[src/hw/rtl/vfct_pkg.sv]
// Shared types, constants and helpers for the view frustum cull test.
// No dependencies.
package vfct_pkg;

   localparam int COORD_WIDTH     = 16;
   localparam int PLANE_COUNT     = 6;
   localparam int COEF_WIDTH      = 16;
   localparam int D_SHIFT         = 14;
   localparam int CSR_INDEX_WIDTH = 3;
   localparam int CSR_DATA_WIDTH  = 64;

   localparam logic [COEF_WIDTH-1:0] SPHERE_SCALE = COEF_WIDTH'(1 << D_SHIFT);

   typedef enum logic [1:0] {
      OP_POINT  = 2'd0,
      OP_SPHERE = 2'd1,
      OP_CUBE   = 2'd2,
      OP_BOX    = 2'd3
   } opcode_type;

   typedef struct packed {
      logic signed [COEF_WIDTH-1:0] a;
      logic signed [COEF_WIDTH-1:0] b;
      logic signed [COEF_WIDTH-1:0] c;
      logic signed [COEF_WIDTH-1:0] d;
   } plane_type;

   typedef struct packed {
      logic       load;
      opcode_type opcode;
   } plane_ctl_type;

   function automatic logic [COEF_WIDTH-1:0] coef_abs(logic signed [COEF_WIDTH-1:0] v);
      return v[COEF_WIDTH-1] ? COEF_WIDTH'(-v) : COEF_WIDTH'(v);
   endfunction

endpackage

[src/hw/rtl/vfct_plane_eval.sv]
// One frustum plane: registered products, then the signed sum and its sign.
// Depends on vfct_pkg.
module vfct_plane_eval #(
   parameter int COORD_WIDTH = vfct_pkg::COORD_WIDTH
) (
   input  logic                          clock,
   input  vfct_pkg::plane_type           plane,
   input  vfct_pkg::plane_ctl_type       ctl,
   input  logic signed [COORD_WIDTH-1:0] center_x,
   input  logic signed [COORD_WIDTH-1:0] center_y,
   input  logic signed [COORD_WIDTH-1:0] center_z,
   input  logic [COORD_WIDTH-2:0]        extent_x,
   input  logic [COORD_WIDTH-2:0]        extent_y,
   input  logic [COORD_WIDTH-2:0]        extent_z,
   output logic                          culled
);

   localparam int CPW = COORD_WIDTH + vfct_pkg::COEF_WIDTH;
   localparam int BPW = CPW - 1;
   localparam int SW  = COORD_WIDTH + 24;

   logic [vfct_pkg::COEF_WIDTH-1:0] k0;
   logic [vfct_pkg::COEF_WIDTH-1:0] k1;
   logic [vfct_pkg::COEF_WIDTH-1:0] k2;
   logic [COORD_WIDTH-2:0]          e0;
   logic [COORD_WIDTH-2:0]          e1;
   logic [COORD_WIDTH-2:0]          e2;

   logic signed [CPW-1:0] prod_ax_in, prod_ax_ff;
   logic signed [CPW-1:0] prod_by_in, prod_by_ff;
   logic signed [CPW-1:0] prod_cz_in, prod_cz_ff;
   logic [BPW-1:0]        bias0_in, bias0_ff;
   logic [BPW-1:0]        bias1_in, bias1_ff;
   logic [BPW-1:0]        bias2_in, bias2_ff;

   logic signed [SW-1:0] term_d;
   logic signed [SW-1:0] total;

   always_comb begin
      k0 = '0;
      k1 = '0;
      k2 = '0;
      e0 = '0;
      e1 = '0;
      e2 = '0;
      unique case (ctl.opcode)
         vfct_pkg::OP_POINT: begin
         end
         vfct_pkg::OP_SPHERE: begin
            k0 = vfct_pkg::SPHERE_SCALE;
            e0 = extent_x;
         end
         vfct_pkg::OP_CUBE: begin
            k0 = vfct_pkg::coef_abs(plane.a);
            k1 = vfct_pkg::coef_abs(plane.b);
            k2 = vfct_pkg::coef_abs(plane.c);
            e0 = extent_x;
            e1 = extent_x;
            e2 = extent_x;
         end
         vfct_pkg::OP_BOX: begin
            k0 = vfct_pkg::coef_abs(plane.a);
            k1 = vfct_pkg::coef_abs(plane.b);
            k2 = vfct_pkg::coef_abs(plane.c);
            e0 = extent_x;
            e1 = extent_y;
            e2 = extent_z;
         end
         default: begin
         end
      endcase
   end

   // worst corner is the center value plus the sum of |coef| times half size
   assign prod_ax_in = CPW'(plane.a) * CPW'(center_x);
   assign prod_by_in = CPW'(plane.b) * CPW'(center_y);
   assign prod_cz_in = CPW'(plane.c) * CPW'(center_z);
   assign bias0_in   = BPW'(k0) * BPW'(e0);
   assign bias1_in   = BPW'(k1) * BPW'(e1);
   assign bias2_in   = BPW'(k2) * BPW'(e2);

   always_ff @(posedge clock) begin
      if (ctl.load) begin
         prod_ax_ff <= prod_ax_in;
         prod_by_ff <= prod_by_in;
         prod_cz_ff <= prod_cz_in;
         bias0_ff   <= bias0_in;
         bias1_ff   <= bias1_in;
         bias2_ff   <= bias2_in;
      end
   end

   assign term_d = SW'(plane.d) <<< vfct_pkg::D_SHIFT;

   assign total = SW'(prod_ax_ff) + SW'(prod_by_ff) + SW'(prod_cz_ff) + term_d
                + SW'(bias0_ff) + SW'(bias1_ff) + SW'(bias2_ff);

   assign culled = total[SW-1];

endmodule

[config.mk]
export PLATFORM = sky130hd
export DESIGN_NAME = vfct_plane_eval
export DESIGN_NICKNAME = d
export VERILOG_FILES = /design/src/hw/rtl/vfct_pkg.sv /design/src/hw/rtl/vfct_plane_eval.sv
export SDC_FILE = /design/constraint.sdc
export NUM_CORES = 2
export LEC_CHECK = 0
export BUFFER_PORTS_ARGS = -buffer_cell sky130_fd_sc_hd__buf_2
export CORE_UTILIZATION = 65
export CTS_CLUSTER_DIAMETER = 150
export DETAILED_ROUTE_END_ITERATION = 8
export HOLD_SLACK_MARGIN = 0.06
export PLACE_DENSITY_LB_ADDON = 0.3
export SLEW_MARGIN = 20
export SYNTH_ARGS = -nofsm -noshare
export SYNTH_HDL_FRONTEND = slang
export SYNTH_SLANG_ARGS = --single-unit
[constraint.sdc]
create_clock -name clock -period 13.35 [get_ports clock]
set_clock_uncertainty 0.2 [all_clocks]
set_input_delay 2.67 -clock clock [delete_from_list [all_inputs] [get_ports clock]]
set_output_delay 2.67 -clock clock [all_outputs]
set_load 0.005 [all_outputs]
# Word-level counts from Yosys, hierarchy flattened
# Cells that the tools add are included.
# W data, S select, Z words.
# word_totals
mem_bits_ro	0
latchBits	0
mem_count	0
output_inout_bits	1
wordCells	35
register_bits	189
input_bits	161
ram_bits	0
# op_classes
div_mod_pow	0
magnitude_cmp	0
n_eq_ne	3
shifts	0
add_sub_neg	9
muxes	9
n_mul	6
n_reduce_logical	2
n_bitwise	0
# op_table
op	n
$mul A16 B16 Y32	3
$mul A16 B15 Y31	3
$mux W16	5
$pmux W15 S2	2
$neg A16 Y16	3
$add A37 B32 Y38	1
$add A36 B32 Y37	1
$add A35 B32 Y36	1
$add A34 B30 Y35	1
$add A33 B32 Y34	1
$add A32 B32 Y33	1
$pmux W16 S2	1
$mux W15	1
$eq A2 B2 Y1 const B	2
$reduce_or A3 Y1	1
$eq A2 B1 Y1 const B	1
$reduce_or A2 Y1	1

# Depth between registers and ports, before layout
# depth
word_depth	6
ltp_mapped	35

# Worst setup path before layout
# No wires, ideal clock.
# synth_timing
path_type	input port to flip-flop
startpoint	input plane[18] (netlist name)
endpoint	register bias2_ff[30], data pin
setup_slack_ns	3.128
required_ns	12.890
path_stages	31
arrival_ns	9.762
cell_sequence	buf_2 nor2_2 nand2_1 or3_1 or3_1 or3_4 o31ai_2 xor2_1 nand2b_2 nor2_1 fa_1 inv_1 fa_1 inv_1 fa_1 fa_1 fa_1 inv_1 fa_1 inv_1 ha_1 a21oi_1 nor2_1 a211oi_1 o21ai_0 o21ai_0 a211oi_1 o41ai_2 o2111ai_1 a21oi_1 xnor2_1
# synth_via
elab_chain_cells	4
# synth_lines
item	line_no	source
start: declaration	vfct_plane_eval.sv:7	input vfct_pkg::plane_type plane,
$neg A16 Y16	vfct_pkg.sv:34	return v[COEF_WIDTH-1] ? COEF_WIDTH'(-v) : COEF_WIDTH'(v);
$mux W16 (*)	vfct_pkg.sv:34	
$mux W16 (*)	n/a	
$mul A16 B15 Y31 (*)	vfct_plane_eval.sv:80	assign bias2_in = BPW'(k2) * BPW'(e2);
via bias2_in[30]	vfct_plane_eval.sv:34	logic [BPW-1:0] bias2_in, bias2_ff;
end signal: assignment	vfct_plane_eval.sv:89	bias2_ff <= bias2_in;
end: declaration	vfct_plane_eval.sv:34	
# The timed path passes the listed nets; every way through them passes the cells marked *.
# A chain may end at the register's enable or synchronous reset.

# Worst setup path after layout
# layout_timing
startpoint	input plane[16] (netlist name)
endpoint	register bias2_ff[30], data pin
# Same word-level chain as after synthesis.

==> results by group <==
Status
  – Outcome: finished with violations
  – Violated checks: DRC

Clock network
  – Clk root buf: sky130_fd_sc_hd__clkbuf_16
  – Count of clock tree sinks: about 190
  – Deepest clock path buffer count: 2
  – TritonCTS Buffers: 17
  – Hold buffers post-CTS: 0
  – Post-CTS Resized: 0
  – Clock transition at path regs: about 90 ps
  – Post CTS Setup Buffer Count: 0
  – CTS tree: done
  – Depth of the CTS H-tree: 4

Setup path
  – Top cell by count, worst path: sky130_fd_sc_hd__fa_1
  – Worst setup path class: in -> reg
  – Worst stage delay on the critical path: 550 ps
  – Crit. End Element: register
  – Worst endpoint data arrival time: 11000 ps
  – Crit path max fanout: 23
  – Required @ worst endpoint: 13380 ps
  – Library cell contributing the largest single delay on the critical path: sky130_fd_sc_hd__fa_1
  – Startpoint type of the worst setup path: input pin

Die
  – Die height: about 320 um
  – Area inside the core boundary: between 0.09 and 0.1 mm^2
  – Die width: 315 um
  – Overall die area: just under 0.1 mm^2
  – Ports: roughly 160
  – Initial core utilization: 0.658
  – Number of cell rows: around 110

Timing
  – Number of endpoints failing setup at the final stage: 0
  – Share of the cycle needed by the critical path after routing: 0.821
  – Final hold violation count: 0
  – Final slew viol count: 0
  – Slack of the critical path: between 2000 and 2500 ps
  – Max Fclk: 91.2 MHz
  – Unrepaired setup endpoints after global routing: false
  – Worst hold slack across all endpoints: about 2500 ps
  – Min Clock Period, post-route: roughly 11000 ps
  – Worst-case headroom to the max-slew limit: 0.236
  – Sum of negative setup slack: 0 ps
  – Transition time at the pin with the least slew margin: 1150 ps

Detailed routing
  – DR pass1 iterations: 9
  – Number of vias per cell: around 5.7
  – Post-route DRC: 20
  – Final wirelength: roughly 170000 um
  – Final antenna-violating net count: 0
  – Post-detailed-route wirelength per cell: just over 20 um
  – Violation count after the first detailed-routing iteration: ~3700
  – Total vias in the final route: approximately 47000

Hold path
  – Worst hold-check path type: in -> reg

Layout
  – Final Net Count: 9065
  – Fraction of final layout cells sized beyond drive strength 1: 0.0351
  – Layout-stage area growth over the synthesis result: 3.42%

Placed design
  – Setup slack after placement: approximately 2000 ps
  – Placed wire-length estimate after detailed placement: approximately 140000 um
  – Routability Congestion: between 0.9 and 1
  – Port Buffers: approximately 160

GRT
  – GRT Overall Usage: 0.352
  – Vias in the first global route: 50000
  – Number of antenna violations at the first check in global routing: 7
  – Wire length of the first global-routing pass: about 270000 um
  – Pin count of the biggest net entering global routing: between 100 and 150
  – Total global routing overflow: 0

Yosys
  – Share of flip-flops with an asynchronous set or reset: 0
  – Area of the mapped netlist: 0.0638 mm^2
  – Seq cells post-synth: roughly 190
  – Distinct cell type count of the synthesized netlist: 75
  – Dominant synthesized flop cell: sky130_fd_sc_hd__edfxtp_1
  – Synth warnings: 0
  – Average cell area after synthesis: around 9 um^2
  – Net count of the mapped netlist: a little over 9000
  – Number of standard cells after synthesis: approximately 7000
  – Sequential share of the synthesized area: 0.0890
  – Number of enable flip-flop cells after synthesis: between 150 and 200

Flow run
  – Total of max-cap violations: 0
-- logic make-up (layout without fill, tap and decap cells) --
family,Yosys count,count (layout),synth area share
fa+ha+maj,2052,2052,0.575
simple gates,2032,2032,0.143
buf+inv,1937,1889,0.114
compound gates,478,478,0.0481
xor+xnor,224,224,0.0307
flops,189,189,0.0890
mux,1,1,0.000157
other cells,0,5,0
-- cells in the final DEF, fill, tap and decap left out, types with 6 or more instances in the layout --
cell type,count
sky130_fd_sc_hd__a211oi_1,17
sky130_fd_sc_hd__a21o_1,63
sky130_fd_sc_hd__a21oi_1,154
sky130_fd_sc_hd__a31o_2,6
sky130_fd_sc_hd__a31oi_1,13
sky130_fd_sc_hd__and2_1,313
sky130_fd_sc_hd__and3_1,20
sky130_fd_sc_hd__buf_2,159
sky130_fd_sc_hd__buf_4,13
sky130_fd_sc_hd__clkbuf_16,17
sky130_fd_sc_hd__clkinv_8,6
sky130_fd_sc_hd__edfxtp_1,189
sky130_fd_sc_hd__fa_1,1469
sky130_fd_sc_hd__ha_1,583
sky130_fd_sc_hd__inv_1,1683
sky130_fd_sc_hd__nand2_1,882
sky130_fd_sc_hd__nand2b_1,102
sky130_fd_sc_hd__nand3_1,56
sky130_fd_sc_hd__nand3b_1,6
sky130_fd_sc_hd__nand4_1,17
sky130_fd_sc_hd__nor2_1,533
sky130_fd_sc_hd__nor2b_1,27
sky130_fd_sc_hd__nor3_1,29
sky130_fd_sc_hd__o211ai_1,13
sky130_fd_sc_hd__o21a_1,23
sky130_fd_sc_hd__o21ai_0,93
sky130_fd_sc_hd__o21ai_1,8
sky130_fd_sc_hd__o21bai_1,23
sky130_fd_sc_hd__o31ai_1,15
sky130_fd_sc_hd__or2_2,8
sky130_fd_sc_hd__or3_1,12
sky130_fd_sc_hd__xnor2_1,149
sky130_fd_sc_hd__xor2_1,75
-- worst max-delay path, delay by kind of cell --
family | cells | cell delay, ps
compound gates | 10 | 2530
simple gates | 6 | 1190
fa+ha+maj | 8 | 3570
buf+inv | 6 | 650
xor+xnor | 2 | 370
-- through the flow --
step / utilization / cells / area, um^2
after floorplan: - / 6913 / 63800
after global placement: 0.674 / 8109 / 65300
after detailed placement: 0.674 / 8109 / 65300
after CTS: 0.680 / 8141 / 66000
after global routing: 0.680 / 8141 / 66000
final: 0.680 / 8146 / 66000
-- registers in the layout (all words and copies together) (netlist names) --
| signal | count |
|---|---|
| prod_ax_ff | 32 |
| prod_by_ff | 32 |
| prod_cz_ff | 32 |
| bias0_ff | 31 |
| bias1_ff | 31 |
| bias2_ff | 31 |
-- routing by layer --
metal | vias up | share of wire | global-route usage
li1 | 20300 | - | -
met1 | 23800 | 0.38 | 0.459
met2 | 2030 | 0.49 | 0.590
met3 | 457 | 0.082 | 0.0566
met4 | 6 | 0.048 | 0.141
met5 | - | 0.00020 | 0
-- cell usage after synthesis, types with 3 or more instances --
cell type	instances	area (um^2)
sky130_fd_sc_hd__buf_2	4	20.0
sky130_fd_sc_hd__and2_0	5	31.3
sky130_fd_sc_hd__o41ai_2	3	48.8
sky130_fd_sc_hd__nand2_1	882	3310
sky130_fd_sc_hd__nor2_1	536	2010
sky130_fd_sc_hd__o21a_1	23	173
sky130_fd_sc_hd__a211oi_1	17	128
sky130_fd_sc_hd__nor4_1	4	25.0
sky130_fd_sc_hd__buf_1	8	30.0
sky130_fd_sc_hd__o21ai_1	8	40.0
sky130_fd_sc_hd__clkbuf_1	240	901
sky130_fd_sc_hd__a21boi_0	4	30.0
sky130_fd_sc_hd__nand3_1	56	280
sky130_fd_sc_hd__nor3_1	29	145
sky130_fd_sc_hd__o2111ai_1	5	43.8
sky130_fd_sc_hd__o31ai_1	15	113
sky130_fd_sc_hd__nand4_1	17	106
sky130_fd_sc_hd__a21oi_1	154	771
sky130_fd_sc_hd__a211o_1	5	43.8
sky130_fd_sc_hd__and3_1	20	125
sky130_fd_sc_hd__o21bai_1	23	173
sky130_fd_sc_hd__a21o_1	63	473
sky130_fd_sc_hd__o21ai_0	93	465
sky130_fd_sc_hd__nand3b_1	6	45.0
sky130_fd_sc_hd__or3_1	12	75.1
sky130_fd_sc_hd__nor2b_1	27	169
sky130_fd_sc_hd__edfxtp_1	189	5680
sky130_fd_sc_hd__nand2b_1	102	638
sky130_fd_sc_hd__or4_1	3	22.5
sky130_fd_sc_hd__fa_1	1469	29400
sky130_fd_sc_hd__ha_1	583	7290
sky130_fd_sc_hd__o31a_1	5	43.8
sky130_fd_sc_hd__inv_1	1683	6320
sky130_fd_sc_hd__o211ai_1	13	97.6
sky130_fd_sc_hd__xor2_1	75	657
sky130_fd_sc_hd__a31oi_1	13	81.3
sky130_fd_sc_hd__and2_1	313	1960
sky130_fd_sc_hd__or2_2	8	50.1
sky130_fd_sc_hd__xnor2_1	149	1310
sky130_fd_sc_hd__a31o_2	6	52.6
-- final cells by class --
cell class / count / area (um^2)
Antenna cell: 5 / 12.5
Clock buffer: 17 / 425
Clock inverter: 15 / 199
Fill cell: 7654 / 31000
Inverter: 1684 / 6320
Multi-Input combinational cell: 4787 / 50900
Sequential cell: 189 / 5680
Tap cell: 1276 / 1600
Timing Repair Buffer: 173 / 905
-- final timing paths --
kind / startpoint / end / slack, ps / cells past startpoint
hold / removal: extent_x[0] / bias0_ff[0] / 2480 / 2
setup / recovery: plane[16] / bias2_ff[30] / 2380 / 32
Power is not shown: default switching activity piles up to over one toggle a cycle in this logic, so the estimate is an artifact.
